File: src/u8l1_pkg.sv
`default_nettype none
package u8l1_pkg;

  localparam int QUEUE_DEPTH_DEF = 2;
  localparam int WIN_DEPTH       = 4;

  localparam logic [7:0] LAT_HI    = 8'hC0;
  localparam logic [7:0] LAT_LO    = 8'h80;
  localparam logic [7:0] LOW6_MASK = 8'h3F;

  // one input byte with its class, as it travels from front to back
  typedef struct packed {
    logic [7:0] data;
    logic       last;
    logic       ascii;
    logic       lead;
    logic [1:0] need;   // continuation bytes a lead byte asks for
    logic       cont;
  } qent_t;

endpackage
`default_nettype wire

File: src/u8l1_front.sv
`default_nettype none
module u8l1_front
  import u8l1_pkg::*;
(
  input  wire logic       s_axis_tvalid,
  output      logic       s_axis_tready,
  input  wire logic [7:0] s_axis_tdata,
  input  wire logic       s_axis_tlast,
  output      logic       push_valid,
  input  wire logic       push_ready,
  output      qent_t      push_data
);

  logic lead2, lead3, lead4;

  always_comb begin
    lead2 = s_axis_tdata[7:5] == 3'b110;
    lead3 = s_axis_tdata[7:4] == 4'b1110;
    lead4 = s_axis_tdata[7:3] == 5'b11110;

    push_data.data  = s_axis_tdata;
    push_data.last  = s_axis_tlast;
    push_data.ascii = ~s_axis_tdata[7];
    push_data.cont  = s_axis_tdata[7:6] == 2'b10;
    push_data.lead  = lead2 | lead3 | lead4;
    if (lead2) begin
      push_data.need = 2'd1;
    end else if (lead3) begin
      push_data.need = 2'd2;
    end else if (lead4) begin
      push_data.need = 2'd3;
    end else begin
      push_data.need = 2'd0;
    end
  end

  assign push_valid    = s_axis_tvalid;
  assign s_axis_tready = push_ready;

endmodule
`default_nettype wire

File: src/u8l1_fifo.sv
`default_nettype none
module u8l1_fifo
  import u8l1_pkg::*;
#(
  parameter int DEPTH = QUEUE_DEPTH_DEF
) (
  input  wire logic  clk,
  input  wire logic  rst,
  input  wire logic  push_valid,
  output      logic  push_ready,
  input  wire qent_t push_data,
  output      logic  pop_valid,
  input  wire logic  pop_ready,
  output      qent_t pop_data
);

  localparam int AW = (DEPTH > 1) ? $clog2(DEPTH) : 1;
  localparam int CW = $clog2(DEPTH + 1);

  qent_t           mem [DEPTH];
  logic [AW-1:0]   wr_ptr;
  logic [AW-1:0]   rd_ptr;
  logic [CW-1:0]   count;
  logic            push, pop;

  assign push_ready = count != CW'(DEPTH);
  assign pop_valid  = count != '0;
  assign pop_data   = mem[rd_ptr];
  assign push       = push_valid & push_ready;
  assign pop        = pop_valid & pop_ready;

  always_ff @(posedge clk) begin
    if (rst) begin
      wr_ptr <= '0;
      rd_ptr <= '0;
      count  <= '0;
    end else begin
      if (push) begin
        wr_ptr <= (wr_ptr == AW'(DEPTH - 1)) ? '0 : wr_ptr + AW'(1);
      end
      if (pop) begin
        rd_ptr <= (rd_ptr == AW'(DEPTH - 1)) ? '0 : rd_ptr + AW'(1);
      end
      if (push && !pop) begin
        count <= count + CW'(1);
      end else if (pop && !push) begin
        count <= count - CW'(1);
      end
    end
  end

  always_ff @(posedge clk) begin
    if (push) begin
      mem[wr_ptr] <= push_data;
    end
  end

endmodule
`default_nettype wire

File: src/u8l1_back.sv
`default_nettype none
module u8l1_back
  import u8l1_pkg::*;
(
  input  wire logic       clk,
  input  wire logic       rst,
  input  wire logic       pop_valid,
  output      logic       pop_ready,
  input  wire qent_t      pop_data,
  output      logic       m_axis_tvalid,
  input  wire logic       m_axis_tready,
  output      logic [7:0] m_axis_tdata,
  output      logic       m_axis_tlast,
  output      logic       m_axis_tuser
);

  qent_t       win [WIN_DEPTH];
  qent_t       win_next [WIN_DEPTH];
  logic [2:0]  cnt;
  logic [2:0]  cnt_sh;
  logic        flushing;
  logic        busy, busy_next;
  logic        lat, lat_next;
  logic        dflush, dflush_next;
  logic [1:0]  rem, rem_next;

  logic        start, oready, fire, shift, last, dfl, load;
  logic        c1, c2, c3;
  logic [2:0]  len;
  logic [7:0]  ob;
  logic        run_last, done;

  always_comb begin
    start  = !busy && (cnt == 3'd4 || (flushing && cnt != 3'd0));
    c1     = cnt > 3'd1 && win[1].cont;
    c2     = cnt > 3'd2 && win[2].cont;
    c3     = cnt > 3'd3 && win[3].cont;
    if (win[0].ascii) begin
      len = 3'd1;
    end else if (win[0].lead && win[0].need == 2'd1 && c1) begin
      len = 3'd2;
    end else if (win[0].lead && win[0].need == 2'd2 && c1 && c2) begin
      len = 3'd3;
    end else if (win[0].lead && win[0].need == 2'd3 && c1 && c2 && c3) begin
      len = 3'd4;
    end else begin
      len = 3'd0;
    end

    oready      = !m_axis_tvalid || m_axis_tready;
    fire        = oready && (busy || start);
    shift       = 1'b0;
    last        = 1'b0;
    ob          = win[0].data;
    busy_next   = busy;
    lat_next    = lat;
    rem_next    = rem;
    dflush_next = dflush;
    dfl         = busy ? dflush : flushing;

    if (fire) begin
      if (busy) begin
        if (lat) begin
          ob        = LAT_LO | (win[0].data & LOW6_MASK);
          shift     = 1'b1;
          last      = 1'b1;
          busy_next = 1'b0;
          lat_next  = 1'b0;
        end else begin
          shift     = 1'b1;
          last      = rem == 2'd1;
          rem_next  = rem - 2'd1;
          busy_next = rem != 2'd1;
        end
      end else begin
        dflush_next = flushing;
        if (len == 3'd0) begin
          // latin-1 byte: high half now, low half next beat
          ob        = LAT_HI | {6'b0, win[0].data[7:6]};
          busy_next = 1'b1;
          lat_next  = 1'b1;
        end else begin
          shift     = 1'b1;
          last      = len == 3'd1;
          rem_next  = 2'(len - 3'd1);
          busy_next = len != 3'd1;
          lat_next  = 1'b0;
        end
      end
    end

    cnt_sh   = cnt - {2'b0, shift};
    run_last = last && (!dfl || cnt_sh == 3'd0);
    done     = last && dfl && cnt_sh == 3'd0;
    load     = pop_valid && !flushing && cnt_sh != 3'd4;

    for (int i = 0; i < WIN_DEPTH - 1; i++) begin
      if (shift) begin
        win_next[i] = win[i + 1];
      end else begin
        win_next[i] = win[i];
      end
    end
    win_next[WIN_DEPTH - 1] = win[WIN_DEPTH - 1];
    if (load) begin
      win_next[cnt_sh[1:0]] = pop_data;
    end
  end

  assign pop_ready = load;

  always_ff @(posedge clk) begin
    if (rst) begin
      cnt           <= '0;
      flushing      <= 1'b0;
      busy          <= 1'b0;
      lat           <= 1'b0;
      dflush        <= 1'b0;
      rem           <= '0;
      m_axis_tvalid <= 1'b0;
    end else begin
      cnt    <= cnt_sh + {2'b0, load};
      busy   <= busy_next;
      lat    <= lat_next;
      dflush <= dflush_next;
      rem    <= rem_next;
      if (load && pop_data.last) begin
        flushing <= 1'b1;
      end else if (done) begin
        flushing <= 1'b0;
      end
      if (oready) begin
        m_axis_tvalid <= fire;
      end
    end
  end

  always_ff @(posedge clk) begin
    for (int i = 0; i < WIN_DEPTH; i++) begin
      win[i] <= win_next[i];
    end
    if (fire) begin
      m_axis_tdata <= ob;
      m_axis_tlast <= run_last;
      m_axis_tuser <= done;
    end
  end

endmodule
`default_nettype wire

File: src/utf8_latin1_repair_stream.sv
// channel   dir  tdata (low bit up)  tlast          tuser
// s_axis    in   in_byte[7:0]        end_of_input   -
// m_axis    out  out_byte[7:0]       run_last       stream_done
//
// one output beat per cycle from a single output register while m_axis_tready
// and the window allow; a latin-1 byte goes out as two bytes, others as is.
// input bytes wait in a QUEUE_DEPTH queue, so input and output stall apart.
// a byte with end_of_input holds further input until the window is flushed.
// reset clears the queue, window count and output valid; no clearing pass.
`default_nettype none
module utf8_latin1_repair_stream
  import u8l1_pkg::*;
#(
  parameter int QUEUE_DEPTH = QUEUE_DEPTH_DEF
) (
  input  wire logic       clk,
  input  wire logic       rst,
  input  wire logic       s_axis_tvalid,
  output      logic       s_axis_tready,
  input  wire logic [7:0] s_axis_tdata,   // in_byte
  input  wire logic       s_axis_tlast,
  output      logic       m_axis_tvalid,
  input  wire logic       m_axis_tready,
  output      logic [7:0] m_axis_tdata,   // out_byte
  output      logic       m_axis_tlast,
  output      logic       m_axis_tuser    // stream_done
);

  logic  push_valid, push_ready, pop_valid, pop_ready;
  qent_t push_data, pop_data;

  u8l1_front u_front (
    .s_axis_tvalid (s_axis_tvalid),
    .s_axis_tready (s_axis_tready),
    .s_axis_tdata  (s_axis_tdata),
    .s_axis_tlast  (s_axis_tlast),
    .push_valid    (push_valid),
    .push_ready    (push_ready),
    .push_data     (push_data)
  );

  u8l1_fifo #(
    .DEPTH (QUEUE_DEPTH)
  ) u_fifo (
    .clk        (clk),
    .rst        (rst),
    .push_valid (push_valid),
    .push_ready (push_ready),
    .push_data  (push_data),
    .pop_valid  (pop_valid),
    .pop_ready  (pop_ready),
    .pop_data   (pop_data)
  );

  u8l1_back u_back (
    .clk           (clk),
    .rst           (rst),
    .pop_valid     (pop_valid),
    .pop_ready     (pop_ready),
    .pop_data      (pop_data),
    .m_axis_tvalid (m_axis_tvalid),
    .m_axis_tready (m_axis_tready),
    .m_axis_tdata  (m_axis_tdata),
    .m_axis_tlast  (m_axis_tlast),
    .m_axis_tuser  (m_axis_tuser)
  );

endmodule
`default_nettype wire
File: config.mk
export PLATFORM = sky130hd
export DESIGN_NAME = utf8_latin1_repair_stream
export DESIGN_NICKNAME = d
export VERILOG_FILES = /design/src/u8l1_pkg.sv /design/src/u8l1_front.sv /design/src/u8l1_fifo.sv /design/src/u8l1_back.sv /design/src/utf8_latin1_repair_stream.sv
export SDC_FILE = /design/constraint.sdc
export NUM_CORES = 1
export LEC_CHECK = 0
export BUFFER_PORTS_ARGS = -buffer_cell sky130_fd_sc_hd__buf_4
export CORE_UTILIZATION = 45
export DETAILED_ROUTE_END_ITERATION = 7
export HOLD_SLACK_MARGIN = 0.1
export PLACE_DENSITY = 0.61
export SYNTH_ARGS = -nofsm -noshare
export SYNTH_HDL_FRONTEND = slang
export SYNTH_SLANG_ARGS = --single-unit
export TNS_END_PERCENT = 100
File: constraint.sdc
create_clock -name clk -period 4.5 [get_ports clk]
set_clock_uncertainty 0.05 [all_clocks]
set_input_delay 0.9 -clock clk [delete_from_list [all_inputs] [get_ports clk]]
set_output_delay 0.9 -clock clk [all_outputs]
set_load 0.005 [all_outputs]
# Yosys cells after proc, flatten, opt, wreduce, memory -nomap -nowiden
# Memories as Yosys holds them, arrays and structs flattened. A register that Yosys moved wholly into a read port is not among the register bits.
# Index checks and enable logic that the tools add are counted.
# totals
ram_bits	84
in_bits	13
output_inout_bits	12
n_memories	2
latchBits	0
mem_bits_ro	0
word_cells	134
ff_bits	24
# mem_list
name	depth	width	read_ports	rd_clocked_by_memory_dff	write_ports	line_no	text
u_back.win	4	14	4	0	4	u8l1_back.sv:17	qent_t win [WIN_DEPTH];
u_fifo.mem	2	14	1	1	1	u8l1_fifo.sv:20	qent_t mem [DEPTH];
# classes
order_cmp	5
mul	0
shift	0
n_eq_ne	16
div	0
reduce_logical	41
n_addsub	8
n_mux	43
bitwise_logic	6
# ops
cell	count
$bwmux 56	1
$mux 14	4
$mux 56	1
$demux 14 s2	1
$logic_and 1x1->1	24
$mux 8	3
$mux 1	21
$mux 2	8
$mux 3	4
$eq 2x2->1 const B	3
$eq 3x3->1 const B	2
$gt 3x2->1 const B	2
$logic_not 1->1	6
$logic_not 3->1	2
$reduce_bool 2->1	3
$sub 2x1->2 const B	3
$eq 5x5->1 const B	1
$eq 2x1->1 const B	2
$eq 4x4->1 const B	1
$logic_or 1x1->1	4
$ne 2x1->1 const B	2
$ne 2x2->1 const B	2
$add 3x1->3	1
$eq 3x1->1 const B	1
14 further kinds	17

# Logic depth before layout (Yosys ltp)
# Gate-level depths: netlist of the first run.
# logic_depth
word_depth	21
mapped_depth	15
mapped_depth_nobuf	15

# By module
# A second synthesis of the first run with hierarchy kept.
# unflattened
hier_cells	333
hier_area_um2	4652.0
# modules_own_cells
mod	cells_each	area_per_inst_um2	seq_area_each_um2	instances
u8l1_back	247	3300.7	1651.6	1
u8l1_fifo	67	1226.2	940.9	1
u8l1_front	19	125.1	0.0	1

# Least setup slack after synthesis of the first run
# Ideal clock, no wire load.
# synth_timing
path_type	input -> register
start	in m_axis_tready
end	reg with a tool-made name
t_arrival_ns	2.939
path_buffers	0
setup_time_ns	0.400
t_required_ns	4.050
setup_slack_ns	1.112
path_stages	6
cell_sequence	nor2b_1 -> a31o_4 -> nor2_1 -> ha_1 -> ha_1 -> nor3_1
# synth_lines
element	line_no	text
start: declaration	utf8_latin1_repair_stream.sv:23	input wire logic m_axis_tready,

# Worst setup path after layout of the first run
# layout_timing
start	reg u_back.cnt[2]
end	reg u_fifo.count[1]
# layout_via
elab_chain_cells	20
word_cells_on_any_way	36
cone_classes	1 x add/sub; 3 x order compare; 2 x eq/ne; 8 x mux; 1 x bitwise; 21 x reduce/logical
# layout_lines
element	line_no	text
start: declaration	u8l1_back.sv:19	logic [2:0] cnt;
start signal: assignment	u8l1_back.sv:122	cnt <= cnt_sh + {2'b0, load};
$gt 3x1->1	u8l1_back.sv:35	c1 = cnt > 3'd1 && win[1].cont;
$logic_and 1x1->1	u8l1_back.sv:35	
$logic_and 1x1->1 (3 in series)	u8l1_back.sv:44	end else if (win[0].lead && win[0].need == 2'd3 && c1 && c2 && c3) begin
$mux 3	u8l1_back.sv:44	
$mux 3	u8l1_back.sv:42	end else if (win[0].lead && win[0].need == 2'd2 && c1 && c2) begin
$mux 3	u8l1_back.sv:40	end else if (win[0].lead && win[0].need == 2'd1 && c1) begin
$mux 3	u8l1_back.sv:38	if (win[0].ascii) begin
$logic_not 3->1	u8l1_back.sv:77	if (len == 3'd0) begin
(+2 left out)	-	
$mux 1	u8l1_back.sv:61	if (fire) begin
$sub 3x1->3 (*)	u8l1_back.sv:92	cnt_sh = cnt - {2'b0, shift};
$ne 3x3->1 (*)	u8l1_back.sv:95	load = pop_valid && !flushing && cnt_sh != 3'd4;
$logic_and 1x1->1 (*)	u8l1_back.sv:95	
$and 1x1->1 (*)	u8l1_fifo.sv:30	assign pop = pop_valid & pop_ready;
$logic_not 1->1	u8l1_fifo.sv:44	if (push && !pop) begin
$logic_and 1x1->1	u8l1_fifo.sv:44	
$mux 2 or $reduce_bool 2->1 (tied branches)	-	
end signal: assignment	u8l1_fifo.sv:45	count <= count + CW'(1);
end signal: assignment	u8l1_fifo.sv:47	count <= count - CW'(1);
end: declaration	u8l1_fifo.sv:23	logic [CW-1:0] count;
# Every way passes the cells marked *; elsewhere a longest branch is shown, timed or not.
# A chain may end at the register's enable or synchronous reset.

==> impl_metrics.toml, run 1 <==
[run_status]
status = "finished clean"

[sta]
hold_violations = 0
clock.fmax_mhz = 286
final.min_clock_period_ps = 3490
slew_violations = 0
min_period_over_period = 0.776
maxSlewHeadroom = 0.206
tightest_slew_ps = 1190
final.setup.tns_ps = 0
setup_viol = 0
rsz0062_at_grt = "no"

[route]
drc = 0
drt-vias-per-instance = 5.57
drt_iter0_drc = 264
wl_per_cell_um = 14.6
ant_nets = 0
wl_um = 7820
dr.pass1.iters = 5
vias = 2981

[worst_setup_path]
end_kind = "flip-flop"
cp_max_fo = 6
worstPathArrival_ps = 3740
crit_path_start_kind = "flip-flop"
critPathKind = "reg -> reg"
cp_data_required_time_ps = 4750

[yosys]
yosysMostFrequentCell = "dfxtp_1"
syn_inst = 386
synth_nets = 407
synth-seq-area-share = 0.593
ys.flop_type = "dfxtp_1"
ys_warn_count = 0
synth_top_cell_by_area = "edfxtp_1"
synth_area_leaders = "edfxtp_1 (35%), dfxtp_1 (24%), a22oi_1 (6.5%), a31oi_1 (5.9%), o21ai_0 (5.3%)"
synth_area_mm2 = 0.00438
async_flop_share = 0
synthTopCellsByCount = "dfxtp_1 (53), edfxtp_1 (51), o21ai_0 (46)"
synth-edff-count = 51
synth_top_cell_area_share = 0.350
syn_avg_cell_area_um2 = 11.3
synth.distinct_cells = 41
synth-seq-cells = 104

[clock_network]
path_clk_slew_ps = 110
insertion_delay_ps = 360
cts_post_setup_buffers_inserted = 0
cts_buffer_depth = 2
cts_made_buffers = 9
cts-resized-gates = 0
cts_hold_repair.buffers = 0
cts_num_sinks = 104
cts_tree = "done"
root_buffer = "clkbuf_8"
h-tree-depth = 3

[grt]
overflow = 0
grt.total_usage = 0.168
grt_pass1_wl_um = 13100
grt_antenna_before_repair = 0
grt_start_max_net_pins = 52
first_global_vias = 2603

[finish]
drive_gt1_frac = 0.138
fillers = 830
area_delta_synth_final_pct = 10.9
multi_input_area_mm2 = 0.00156
nets = 422
antennaDiodeCount = 0
seqCellArea_mm2 = 0.00259
final_cells = 535

[power]
p_total_w = 0.00380
p_leak_nw = 1.84
p_per_area_mw_per_mm2 = 783
vdd_ir_drop_max_uv = 245

[die]
die_h_um = 101
start_util = 0.469
die_area_mm2 = 0.0101
core_mm2 = 0.00933
fp-row-count = 35
pin_count = 25
die_x_um = 101

[run]
maxCapViolations = 0

[placed_design]
hpwlAfterDp_um = 5000
finalWeightedCongestion = 0.741
place_inst = 519
io_buffers = 24

[worst_hold_path]
holdCritPathClass = "reg -> reg"
[path summary, 6_finish.rpt]
kind | startpoint | end | slack, ps | cells after the start
max | u_back.cnt[2] | u_fifo.count[1] | 1010 | 12
min | u_back.win[0][9] | u_back.win[0][9] | 430 | 2
max reg2reg | u_back.cnt[2] | u_fifo.count[1] | 1010 | 12
min reg2reg | u_back.win[0][9] | u_back.win[0][9] | 430 | 2
[per-layer routing]
metal	track usage	share of wire	vias to the layer above
li1	-	-	1485
met1	0.248	0.48	1426
met2	0.243	0.46	64
met3	0.0374	0.049	6
met4	0.0569	0.0086	0
met5	0	0	-
[placed cells by master (no fill, tap or decap), types with 2 or more instances in the layout]
master    synthesis  final
dfxtp_1          53     53
edfxtp_1         51     51
o21ai_0          46     46
a31oi_1          41     41
a22oi_1          38     38
buf_4             3     31
inv_1            24     24
mux2i_1          15     15
nand2_1          14     14
nor2_1           13     13
clkbuf_8          0     10
ha_1              8      8
xor2_1            5      5
and2_1            5      5
nand3_1           5      5
a21oi_1           4      4
nor2b_1           3      3
nand2b_1          3      3
nor3_2            2      3
nor3_1            4      3
clkinv_4          0      3
nand3b_1          2      2
nand4_1           2      2
o21bai_1          2      2
xnor2_1           2      2
a211oi_1          2      2
a221oi_1          2      2
or3_1             2      2
[worst max-delay path, stage by stage (launching register included)]
cell and delay (ps):
dfxtp_1 460, o2111ai_2 230, o31a_1 380, ha_1 270, o311a_1 150, nor2_1 200, ha_1 200, ha_1 240
nand2_1 120, o21bai_1 330, ha_1 320, or3_1 350, a21oi_1 130
[cells by family (layout without fill, tap and decap cells)]
| kind of cell | count (synthesis) | count (layout) | synth area share |
|---|---|---|---|
| adder cells (fa/ha/maj) | 8 | 8 | 0.0229 |
| XOR/XNOR | 7 | 7 | 0.0140 |
| flip-flops | 104 | 104 | 0.593 |
| AND/OR/NAND/NOR | 57 | 57 | 0.0669 |
| buffers and inverters | 52 | 72 | 0.0555 |
| multiplexers | 16 | 16 | 0.0369 |
| AO/OA/AOI/OAI | 142 | 142 | 0.211 |
[through the flow]
stage           util  setup slack [ps]  hold slack, ps  area [µm²]
4_1_cts        0.520               971             439        4850
3_3_place_gp   0.498              1100             416        4640
5_1_grt        0.520               672             460        4850
2_1_floorplan      -              1110             397        4380
6_report       0.520              1010             434        4850
3_5_place_dp   0.498              1010             424        4640
[power breakdown]
group / switching (W) / internal (W) / leakage, nW
Clock: 0.000321 / 0.000258 / 0.108
Combinational: 0.000996 / 0.000658 / 0.813
Sequential: 0.000180 / 0.00139 / 0.917
Total: 0.00150 / 0.00230 / 1.84
[final cells by class]
type / count / area share
inverter: 25 / 0.0204
timing repair buffer: 31 / 0.0480
tap: 129 / 0.0333
clock buffer: 11 / 0.0335
sequential: 104 / 0.534
multi-input combinational: 230 / 0.321
clock inverter: 5 / 0.0101
(Power assumes the default switching activity.)
==> run 2, diff against run 1 <==
--- a/config.mk
+++ b/config.mk
@@ -9,7 +9,7 @@
 export CORE_UTILIZATION = 45
 export DETAILED_ROUTE_END_ITERATION = 7
 export HOLD_SLACK_MARGIN = 0.1
-export PLACE_DENSITY = 0.61
+export PLACE_DENSITY = 0.63
 export SYNTH_ARGS = -nofsm -noshare
 export SYNTH_HDL_FRONTEND = slang
 export SYNTH_SLANG_ARGS = --single-unit
==> constraint.sdc (replaced) <==
create_clock -name clk -period 3.2 [get_ports clk]
set_clock_uncertainty 0.05 [all_clocks]
set_input_delay 0.64 -clock clk [delete_from_list [all_inputs] [get_ports clk]]
set_output_delay 0.64 -clock clk [all_outputs]
set_load 0.005 [all_outputs]
==> run 2 against run 1 <==
Flip-flop and latch count unchanged. Worst setup slack worse by 830 ps. Count of clock-buffer cells in the layout down 1. Register-to-register slack worse by 830 ps. Utilization up 0.71 points. Power up 43%. Hold slack worse by 20 ps. Design area up 1.4%. Via count up 0.91%. Combinational power up 48%. Largest power group unchanged. Highest routed layer unchanged.
==> impl_metrics.toml, run 2 (same netlist as run 1, synthesis figures left out) <==
[die]
pin_count = 25
die_x_um = 101
start_util = 0.469
core_mm2 = 0.00933
fp-row-count = 35
die_area_mm2 = 0.0101
die_h_um = 101

[sta]
final.min_clock_period_ps = 3020
hold_violations = 0
tightest_slew_ps = 809
maxSlewHeadroom = 0.460
clock.fmax_mhz = 331
slew_violations = 0
final.setup.tns_ps = 0
min_period_over_period = 0.943
setup_viol = 0
rsz0062_at_grt = "no"

[placed_design]
io_buffers = 24
finalWeightedCongestion = 0.770
hpwlAfterDp_um = 5010

[clock_network]
insertion_delay_ps = 360
cts_num_sinks = 104
cts_buffer_depth = 2
cts_hold_repair.buffers = 0
root_buffer = "clkbuf_8"
cts_tree = "done"
cts_made_buffers = 9
h-tree-depth = 3
path_clk_slew_ps = 100

[grt]
overflow = 0
first_global_vias = 2831
grt_start_max_net_pins = 52
grt_antenna_before_repair = 0
grt_pass1_wl_um = 13400
grt.total_usage = 0.170

[run]
maxCapViolations = 0

[power]
p_total_w = 0.00542
p_leak_nw = 1.86
p_per_area_mw_per_mm2 = 1100
vdd_ir_drop_max_uv = 420

[finish]
layout_common_cells = "edfxtp_1 (51), dfxtp_1 (50), o21ai_0 (45)"
final_common_cell = "edfxtp_1"
fin_util = 0.527
drive_gt1_frac = 0.176
nets = 430
area_delta_synth_final_pct = 12.4
antennaDiodeCount = 0

[worst_hold_path]
holdCritPathClass = "in -> reg"

[route]
drt-vias-per-instance = 5.54
drc = 0
wl_per_cell_um = 14.6
ant_nets = 0
drt_iter0_drc = 293
vias = 3008
dr.pass1.iters = 5
wl_um = 7910

[worst_setup_path]
end_kind = "flip-flop"
worstPathArrival_ps = 3260
cp_max_fo = 6
r2r_slack_ps = 180
cp_data_required_time_ps = 3450
crit_path_start_kind = "flip-flop"
critPathKind = "reg -> reg"

[run_status]
status = "finished clean"
==> run 2: repair_timing <==
item	4_1_cts	5_1_grt
setup endpoints to repair	1	7
buffers inserted	0	0
resized for setup	1	9
==> run 2: stage by stage <==
step	cells	setup slack [ps]	hold slack, ps	area (µm²)
after floorplan	386	110	397	4380
after global placement	527	126	418	4710
after detailed placement	527	10.9	424	4710
after CTS	543	1.09	395	4900
after global routing	543	21.7	390	4920
final	543	182	413	4920
==> run 2: critical path: stages, from the launching register on <==
cell and delay [ps]:
dfxtp_4 390, o2111ai_2 210, o31a_1 230, ha_2 240, o311a_1 220, nor2_2 60, ha_1 190, ha_2 330
nand2_1 80, o21bai_2 180, ha_1 290, or3_1 350, a21oi_1 140
==> run 2: routing by layer <==
| layer | wire [µm] | vias up | share of wire | track usage |
|---|---|---|---|---|
| met5 | 0 | - | 0 | 0 |
| met4 | 81 | 0 | 0.010 | 0.0647 |
| met3 | 238 | 7 | 0.030 | 0.0284 |
| met2 | 3740 | 50 | 0.47 | 0.258 |
| met1 | 3850 | 1450 | 0.49 | 0.245 |
| li1 | - | 1501 | - | - |
==> run 2: power by group <==
part           leakage, nW  switching (W)  internal, W
Combinational        0.852        0.00145      0.00100
Sequential           0.918       0.000254      0.00196
Clock               0.0914       0.000455     0.000314
Total                 1.86        0.00215      0.00327
==> run 2: path summary, 6_finish.rpt <==
check,depth (start not counted),start,end
worst min-delay path,1,s_axis_tdata[2],u_fifo.mem[0][8]
worst min register to register,2,u_back.win[2][2],u_back.win[2][2]
worst max register to register,12,u_back.cnt[2],u_fifo.count[1]
worst max-delay path,12,u_back.cnt[2],u_fifo.count[1]
==> run 2: layout make-up <==
cell class / count / area (µm²)
multi-input combinational: 230 / 1580
timing repair buffer: 39 / 293
tap: 129 / 161
fill: 832 / 4410
inverter: 25 / 98.8
clock inverter: 6 / 50.0
clock buffer: 10 / 138
sequential: 104 / 2600
